==> src/hw/rtl/inplace_fade_blur_stream_assert.svh <==
// Assertion macros shared by the fade blur RTL.
`ifndef INPLACE_FADE_BLUR_STREAM_ASSERT_SVH
`define INPLACE_FADE_BLUR_STREAM_ASSERT_SVH

// same-cycle implication
`define IFB_ASSERT_IMPL(lbl, ante, cons, msg) \
  lbl: assert property (@(posedge clk) disable iff (!rst_n) (ante) |-> (cons)) \
    else $error(msg);

// next-cycle implication
`define IFB_ASSERT_NEXT(lbl, ante, cons, msg) \
  lbl: assert property (@(posedge clk) disable iff (!rst_n) (ante) |=> (cons)) \
    else $error(msg);

`endif

==> src/hw/rtl/ifb_pkg.sv <==
// Types and constants shared by the fade blur modules.
package ifb_pkg;

  localparam int CFG_W     = 11;
  localparam int CFG_IDX_W = 1;
  localparam int PIX_W     = 24;

  localparam logic [PIX_W-1:0] CHAN_MASK = 24'hFCFCFC;

  localparam logic [CFG_W-1:0] WIDTH_RESET  = 11'd570;
  localparam logic [CFG_W-1:0] HEIGHT_RESET = 11'd105;

  localparam logic [CFG_IDX_W-1:0] REG_FRAME_WIDTH  = 1'b0;
  localparam logic [CFG_IDX_W-1:0] REG_FRAME_HEIGHT = 1'b1;

  localparam logic FN_PIXEL = 1'b0;
  localparam logic FN_FLUSH = 1'b1;

  typedef enum logic [4:0] {
    ST_CLEAR = 5'b00001,
    ST_MUL   = 5'b00010,
    ST_SUM   = 5'b00100,
    ST_DIV   = 5'b01000,
    ST_RUN   = 5'b10000
  } ifb_state_t;

  typedef struct packed {
    logic vld;
    logic clr;
    logic out_en;
    logic up_en;
    logic left_en;
    logic last;
  } ifb_issue_t;

endpackage

==> src/hw/rtl/ifb_ctrl.sv <==
// Frame sequencer: config registers, ring position, clear pass and setup divider.
`include "inplace_fade_blur_stream_assert.svh"

module ifb_ctrl import ifb_pkg::*; #(
  parameter int MAX_WIDTH  = 1024,
  parameter int MAX_HEIGHT = 1024
) (
  input  logic                         clk,
  input  logic                         rst_n,
  input  logic                         cfg_we,
  input  logic [CFG_IDX_W-1:0]         cfg_index,
  input  logic [CFG_W-1:0]             cfg_data,
  input  logic                         in_valid,
  input  logic                         in_func,
  input  logic [PIX_W-1:0]             in_pixel_in,
  output logic                         in_stall,
  input  logic                         dp_busy,
  output ifb_issue_t                   iss,
  output logic [$clog2(MAX_WIDTH)-1:0] wr_addr,
  output logic [$clog2(MAX_WIDTH)-1:0] rd_addr,
  output logic [PIX_W-1:0]             iss_pix
);

  localparam int WW  = $clog2(MAX_WIDTH + 1);
  localparam int HW  = $clog2(MAX_HEIGHT + 1);
  localparam int AW  = $clog2(MAX_WIDTH);
  localparam int CW  = $clog2(MAX_WIDTH * MAX_HEIGHT + MAX_WIDTH);
  localparam int DCW = $clog2(CW + 1);

  ifb_state_t      st_r, st_nxt;
  logic [CFG_W-1:0] fw_r, fw_nxt, fh_r, fh_nxt;
  logic [CW-1:0]   cnt_r, cnt_nxt;
  logic [AW-1:0]   p_r, p_nxt;
  logic [AW-1:0]   clr_r, clr_nxt;
  logic [CW-1:0]   n_r, n_nxt, last_th_r, last_th_nxt, w2_r, w2_nxt;
  logic [CW-1:0]   div_q_r, div_q_nxt;
  logic [WW-1:0]   div_rem_r, div_rem_nxt;
  logic [DCW-1:0]  div_cnt_r, div_cnt_nxt;

  logic [WW-1:0] w_eff, p_inc;
  logic [HW-1:0] h_eff;
  logic [CW-1:0] w_cw;
  logic [AW-1:0] p_wrap;
  logic [WW:0]   div_sh, div_sub;
  logic          acc, cur_en, last;

  always_comb begin
    if (fw_r < CFG_W'(2)) begin
      w_eff = WW'(2);
    end else if (32'(fw_r) > MAX_WIDTH) begin
      w_eff = WW'(MAX_WIDTH);
    end else begin
      w_eff = WW'(fw_r);
    end
    if (fh_r < CFG_W'(1)) begin
      h_eff = HW'(1);
    end else if (32'(fh_r) > MAX_HEIGHT) begin
      h_eff = HW'(MAX_HEIGHT);
    end else begin
      h_eff = HW'(fh_r);
    end
  end

  assign w_cw   = CW'(w_eff);
  assign p_inc  = WW'(p_r) + WW'(1);
  assign p_wrap = (p_inc == w_eff) ? '0 : p_inc[AW-1:0];

  assign in_stall = (st_r != ST_RUN) || cfg_we || dp_busy;
  assign acc      = in_valid && !in_stall;
  assign cur_en   = (cnt_r < n_r) && (in_func == FN_PIXEL);
  assign last     = (cnt_r >= w_cw) && (cnt_r >= last_th_r);

  always_comb begin
    iss.vld     = acc;
    iss.clr     = (st_r == ST_CLEAR);
    iss.out_en  = cnt_r >= w_cw;
    iss.up_en   = cnt_r >= w2_r;
    iss.left_en = cnt_r != w_cw;
    iss.last    = last;
  end

  assign wr_addr = (st_r == ST_CLEAR) ? clr_r : p_r;
  assign rd_addr = p_wrap;
  assign iss_pix = (acc && cur_en) ? in_pixel_in : '0;

  assign div_sh  = {div_rem_r, div_q_r[CW-1]};
  assign div_sub = (div_sh >= {1'b0, w_eff}) ? (div_sh - {1'b0, w_eff}) : div_sh;

  always_comb begin
    st_nxt      = st_r;
    fw_nxt      = fw_r;
    fh_nxt      = fh_r;
    cnt_nxt     = cnt_r;
    p_nxt       = p_r;
    clr_nxt     = clr_r;
    n_nxt       = n_r;
    last_th_nxt = last_th_r;
    w2_nxt      = w2_r;
    div_q_nxt   = div_q_r;
    div_rem_nxt = div_rem_r;
    div_cnt_nxt = div_cnt_r;
    case (st_r)
      ST_CLEAR: begin
        clr_nxt = clr_r + AW'(1);
        if (clr_r == AW'(MAX_WIDTH - 1)) begin
          st_nxt = ST_MUL;
        end
      end
      ST_MUL: begin
        n_nxt  = w_cw * CW'(h_eff);
        st_nxt = ST_SUM;
      end
      ST_SUM: begin
        last_th_nxt = n_r + w_cw - CW'(1);
        w2_nxt      = w_cw << 1;
        div_q_nxt   = cnt_r;
        div_rem_nxt = '0;
        div_cnt_nxt = '0;
        st_nxt      = ST_DIV;
      end
      ST_DIV: begin
        div_rem_nxt = div_sub[WW-1:0];
        div_q_nxt   = div_q_r << 1;
        div_cnt_nxt = div_cnt_r + DCW'(1);
        if (div_cnt_r == DCW'(CW - 1)) begin
          p_nxt  = div_sub[AW-1:0];
          st_nxt = ST_RUN;
        end
      end
      ST_RUN: begin
        if (acc) begin
          cnt_nxt = last ? '0 : cnt_r + CW'(1);
          p_nxt   = last ? '0 : p_wrap;
        end
      end
      default: begin
        st_nxt = ST_CLEAR;
      end
    endcase
    if (cfg_we) begin
      case (cfg_index)
        REG_FRAME_WIDTH:  fw_nxt = cfg_data;
        REG_FRAME_HEIGHT: fh_nxt = cfg_data;
        default: ;
      endcase
      if (st_r != ST_CLEAR) begin
        st_nxt = ST_MUL;
      end
    end
  end

  always_ff @(posedge clk) begin
    if (!rst_n) begin
      st_r  <= ST_CLEAR;
      fw_r  <= WIDTH_RESET;
      fh_r  <= HEIGHT_RESET;
      cnt_r <= '0;
      p_r   <= '0;
      clr_r <= '0;
    end else begin
      st_r  <= st_nxt;
      fw_r  <= fw_nxt;
      fh_r  <= fh_nxt;
      cnt_r <= cnt_nxt;
      p_r   <= p_nxt;
      clr_r <= clr_nxt;
    end
  end

  always_ff @(posedge clk) begin
    n_r       <= n_nxt;
    last_th_r <= last_th_nxt;
    w2_r      <= w2_nxt;
    div_q_r   <= div_q_nxt;
    div_rem_r <= div_rem_nxt;
    div_cnt_r <= div_cnt_nxt;
  end

  `IFB_ASSERT_IMPL(a_ptr_in_range, st_r == ST_RUN, WW'(p_r) < w_eff, "ring position out of range")
  `IFB_ASSERT_NEXT(a_frame_wrap, acc && last, cnt_r == '0 && p_r == '0, "frame did not restart")
  `IFB_ASSERT_NEXT(a_cfg_setup, cfg_we && st_r != ST_CLEAR, st_r == ST_MUL, "no setup after write")

endmodule

==> config.mk <==
export PLATFORM = sky130hd
export DESIGN_NAME = ifb_ctrl
export DESIGN_NICKNAME = d
export VERILOG_FILES = /design/src/hw/rtl/ifb_pkg.sv /design/src/hw/rtl/ifb_ctrl.sv
export VERILOG_INCLUDE_DIRS = /design/src /design/src/hw/rtl
export SDC_FILE = /design/constraint.sdc
export NUM_CORES = 1
export LEC_CHECK = 0
export BUFFER_PORTS_ARGS = -buffer_cell sky130_fd_sc_hd__buf_4
export CAP_MARGIN = 20
export CORE_UTILIZATION = 60
export DETAILED_ROUTE_END_ITERATION = 8
export PLACE_DENSITY = 0.85
export SYNTH_ARGS = -nofsm -noshare
export SYNTH_HDL_FRONTEND = slang
export SYNTH_SLANG_ARGS = --single-unit
export TNS_END_PERCENT = 20
==> constraint.sdc <==
create_clock -name clk -period 15.7 [get_ports clk]
set_input_delay 0.785 -clock clk [delete_from_list [all_inputs] [get_ports clk]]
set_output_delay 0.785 -clock clk [all_outputs]
set_load 0.03 [all_outputs]
-- After elaboration in Yosys (flattened, before gate mapping)
Cells that the tools add are included.
- add/sub/neg operators: 7
- multipliers: 1
- divide/modulo/power cells: 0
- magnitude comparators: 9
- equal/unequal tests: 13
- shift operators: 0
- muxes and demuxes: 21
- bitwise logic cells: 2
- reduce and logical (&&, ||, !) cells: 13
- operators with widths (kind ; count):
    2-to-1 mux 11 bit ; 5
    2-to-1 mux 10 bit ; 5
    case mux 21 bit (2 select lines) ; 1
    case mux 5 bit (5 select lines) ; 1
    2-to-1 mux 24 bit ; 1
    greater-than comparator 11 bit (second input constant) ; 2
    case mux 11 bit (2 select lines) ; 1
    adder 21 x 1 -> 21 bit (second input constant) ; 1
    adder 21 x 11 -> 21 bit ; 1
    >= comparator 21 x 11 -> 1 bit ; 1
    >= comparator 21 x 12 -> 1 bit ; 1
    >= comparator 21 bit ; 1
    < comparator 21 bit ; 1
    multiplier 11 x 11 -> 21 bit ; 1
    2-to-1 mux 21 bit ; 1
    != test 21 x 11 -> 1 bit ; 1
    subtractor 21 x 1 -> 21 bit (second input constant) ; 1
    2-to-1 mux 5 bit ; 4
    case mux 10 bit (2 select lines) ; 1
    >= comparator 12 x 11 -> 1 bit ; 1
    adder 10 x 1 -> 11 bit (second input constant) ; 1
    == test 11 bit ; 1
    < comparator 11 x 1 -> 1 bit (second input constant) ; 1
    < comparator 11 x 2 -> 1 bit (second input constant) ; 1
    other kinds (20) ; 30
- bits in registers: 158
- bits in latches: 0
- memory bits (writable): 0
- ROM bits: 0
- input port bits: 42
- output and inout port bits: 51
- memories: 0

-- Depth between registers and ports, before layout
- depth after elaboration: 8
- mapped depth: 25
- gate-level depth less buffers: 25

-- Least setup slack after synthesis
OpenSTA, ideal clock, no wires.
- path type: register -> register
- start: reg fw_r[10]
- end: reg n_r[19], data pin
- library setup time: 258 ps
- arrival time: 5702 ps
- data required time: 15442 ps
- slack: 9740 ps
- cell stages (with the launch flop): 22
- cell sequence: dfxtp_1 inv_2 clkbuf_1 nand2_1 inv_1 nand2_1 fa_1 fa_1 fa_1 inv_1 fa_1 inv_1 fa_1 inv_1 ha_1 a211o_1 nor2_1 o211ai_1 o41ai_1 o2111ai_1 a21oi_1 xnor2_1
- word-level cells in the longest chain between the ends: 4
- ends and longest elaborated chain (item ; RTL line ; source):
    from (decl) ; ifb_ctrl.sv:31 ; logic [CFG_W-1:0] fw_r, fw_nxt, fh_r, fh_nxt;
    from (signal assigned) ; ifb_ctrl.sv:162 ; fw_r <= fw_nxt;
    greater-than comparator 11 bit ; ifb_ctrl.sv:50 ; end else if (32'(fw_r) > MAX_WIDTH) begin
    2-to-1 mux 11 bit ; ifb_ctrl.sv:50 ;
    2-to-1 mux 11 bit (*) ; ifb_ctrl.sv:48 ; if (fw_r < CFG_W'(2)) begin
    net w_eff[5] ; ifb_ctrl.sv:40 ; logic [WW-1:0] w_eff, p_inc;
    multiplier 11 x 11 -> 21 bit (*) ; ifb_ctrl.sv:110 ; n_nxt = w_cw * CW'(h_eff);
    to (signal assigned) ; ifb_ctrl.sv:171 ; n_r <= n_nxt;
    to (decl) ; ifb_ctrl.sv:35 ; logic [CW-1:0] n_r, n_nxt, last_th_r, last_th_nxt, w2_r, w2_nxt;
The timed path passes the listed nets; every way through them passes the cells marked *.
A chain may end at the register's enable or synchronous reset.

-- Worst setup path after layout
Ends and elaborated chain as after synthesis.

==> summary.txt <==
Post-DRT Antenna Nets - 0
Peak Freq - 139 MHz
synthesized cell area - 0.0140 mm^2
fin cells - 1,998
Synth async-reset ratio - 0
wire per inst - 17.3 um
Register Area - 0.00406 mm^2
Ant. Diodes - 0
GRT Total Usage - 0.303
Core Footprint - 0.0228 mm^2
Die Y - 155 um
Mapped Cells - 1,601
largest net degree at the start of global routing - 56
Avg Vias per Cell - 5.76
gr ovfl total - 0
worst-path fanout max - 19
dominant cell type by area after synthesis - edfxtp_1
Post-synth EDFFs - 90
Port Buf Inserts - 92
layout cells sized above 1 - 0.102
multiplexer share of the synthesized area - 0.0210
# DRC - 0
syn avg cell area - 8.77 um^2
Longest Clk Path Bufs - 2
initial antenna violation count - 0
vias - 11,517
Slew @ Worst Pin - 0.900 ns
dominant cell by count in the synthesized netlist - inv_1
Layout Nets - 1,961
Final Skew - 0.0159 ns
fin crit share - 0.458
Simple-Gate Fraction of Synth Area - 0.183
Reg clk slew, reported paths - 0.08 ns
CTS tree - done
Post-CTS Setup Bufs - 0
Post-Route WL - 34,500 um
max-slew violations - 0
drt pass-1 iters - 7
Site Rows - 55
worst skew pair latency - 0.45 ns
Adder-Cell Fraction of Synth Area - 0.263
Die Width - 155 um
Multi-input gate area - 0.00887 mm^2
Post-Synth XOR/XNOR Area - 0.0528
Netlist cell types - 68
Initial Utilization - 0.617
Mapped Nets - 1,890
max_cap viols - 0
Post-Place Cells - 1,963
Fin. Hold Viols - 0
fin crit period - 7.18 ns
# hold bufs at CTS - 0
number of global-route vias before repair - 11,407
Synth Area in Compound Gates - 0.111
Synth Register Bits - 158
Slew HR - 0.399
status - finished, final reports clean
H-Tree Depth - 4
main area contributors after synthesis - edfxtp_1, ha_1, fa_1
commonest cells in the synthesized netlist - inv_1, nand2_1, nor2_1, ha_1, edfxtp_1
Pleak - 7.48 nW
CTS Root Cell - clkbuf_16
Layout area overhead - 11.1%
final setup fails - 0
DRT iter0 DRCs - 850
post-DP HPWL - 26,100 um
die area - 0.0240 mm^2
worst path required time - 15.90 ns
setup TNS - 0 ns
dominant synthesized flop cell - edfxtp_1
CTS Buf Count - 17
Setup CP Type - register to register
top-area cell type share of the netlist area - 0.192
hold_ws - 0.478 ns
CTS sink cnt - 158
Total Power - 1.28 mW
Hold Path Class - register to register
largest family of logic cells by synthesized area - adder cells
Worst Path Arrival - 7.38 ns
Resize count post-CTS - 0
Routability Congestion - 0.976
Seq/Total Area, Yosys - 0.289
first-pass GRT wire length - 57,100 um
Ys Warns - 0
Worst setup SP type - register
I/O pin cnt - 93
Final Util - 0.685
RSZ-0062 raised after global routing - no
pwr dens - 81.9 mW/mm^2
CP endpoint kind - register
number of fill cells - 1,741
largest vdd supply drop - 55.1 uV
## path summary, 6_finish.rpt
kind | depth (start not counted) | startpoint | endpoint | slack, ns
worst max-delay path | 20 | fw_r[10]$_SDFFE_PN0P_ | n_r[19]$_DFFE_PN_ | 8.52
worst min-delay path | 2 | fw_r[0]$_SDFFE_PN0P_ | fw_r[0]$_SDFFE_PN0P_ | 0.48
worst max register to register | 20 | fw_r[10]$_SDFFE_PN0P_ | n_r[19]$_DFFE_PN_ | 8.52
worst min register to register | 2 | fw_r[0]$_SDFFE_PN0P_ | fw_r[0]$_SDFFE_PN0P_ | 0.48
## logic make-up after synthesis
kind of cell	count (synthesis)
multiplexers	27
buffers and inverters	293
XOR/XNOR	83
flip-flops	158
AO/OA/AOI/OAI	235
adder cells (fa/ha/maj)	247
AND/OR/NAND/NOR	558
## critical path, cell delays in order, from the launching register on
cell	delay [ns]
dfxtp_1	0.76
inv_2	0.38
nand2_1	0.59
clkinv_1	0.40
nand2_1	0.16
fa_1	0.46
fa_1	0.49
fa_1	0.49
inv_1	0.05
fa_1	0.54
inv_1	0.07
fa_1	0.53
inv_1	0.04
ha_1	0.33
a211o_1	0.37
nor2_1	0.14
o211ai_1	0.14
o41ai_1	0.51
o2111ai_1	0.20
a21oi_1	0.20
xnor2_1	0.08
## layout make-up
type / count / share of cell area
tap: 313 / 0.0251
multi-input combinational: 1150 / 0.568
clock buffer: 18 / 0.0281
inverter: 242 / 0.0582
sequential: 158 / 0.260
clock inverter: 14 / 0.00914
timing repair buffer: 103 / 0.0505
## metal layers
| layer | track usage | share of wire | vias to the layer above |
|---|---|---|---|
| li1 | - | - | 5512 |
| met1 | 0.399 | 0.42 | 5525 |
| met2 | 0.506 | 0.48 | 406 |
| met3 | 0.0501 | 0.067 | 74 |
| met4 | 0.105 | 0.029 | 0 |
| met5 | 0 | 0 | - |
## where the power goes
group	switching, mW	internal [mW]	leakage [nW]
combinational	0.231	0.170	5.73
sequential	0.00559	0.456	1.46
clock	0.199	0.217	0.290
total	0.436	0.842	7.48
## placed cells by master, fill, tap and decap left out, types with 20 or more instances in the layout
cell and instances:
dfxtp_1 68, nor2_1 170, xor2_1 35, xnor2_1 47, nand2b_1 22, o21ai_0 42, a211oi_1 35, ha_1 166
mux2_2 20, nor2b_1 26, fa_1 81, edfxtp_1 90, inv_1 234, nand4_1 29, nand2_1 187, nand3_1 43
a21oi_1 56, buf_4 100
## through the flow
stage / setup WS [ns] / instance area [um^2]
finish: 8.52 / 15600
CTS: 8.63 / 15600
floorplan: 9.74 / 14000
global placement: 8.87 / 15000
detailed placement: 8.68 / 15000
global route: 8.23 / 15600
## flip-flops by register name, indices dropped and copies added, names as in the netlist
| signal | cells |
|---|---|
| fw_r | 11 |
| div_cnt_r | 5 |
| div_q_r | 21 |
| div_rem_r | 11 |
| n_r | 21 |
| st_r | 5 |
| clr_r | 10 |
| cnt_r | 21 |
| w2_r | 11 |
| last_th_r | 21 |
| p_r | 10 |
| fh_r | 11 |
No activity file was read; power rests on OpenSTA's default activity.
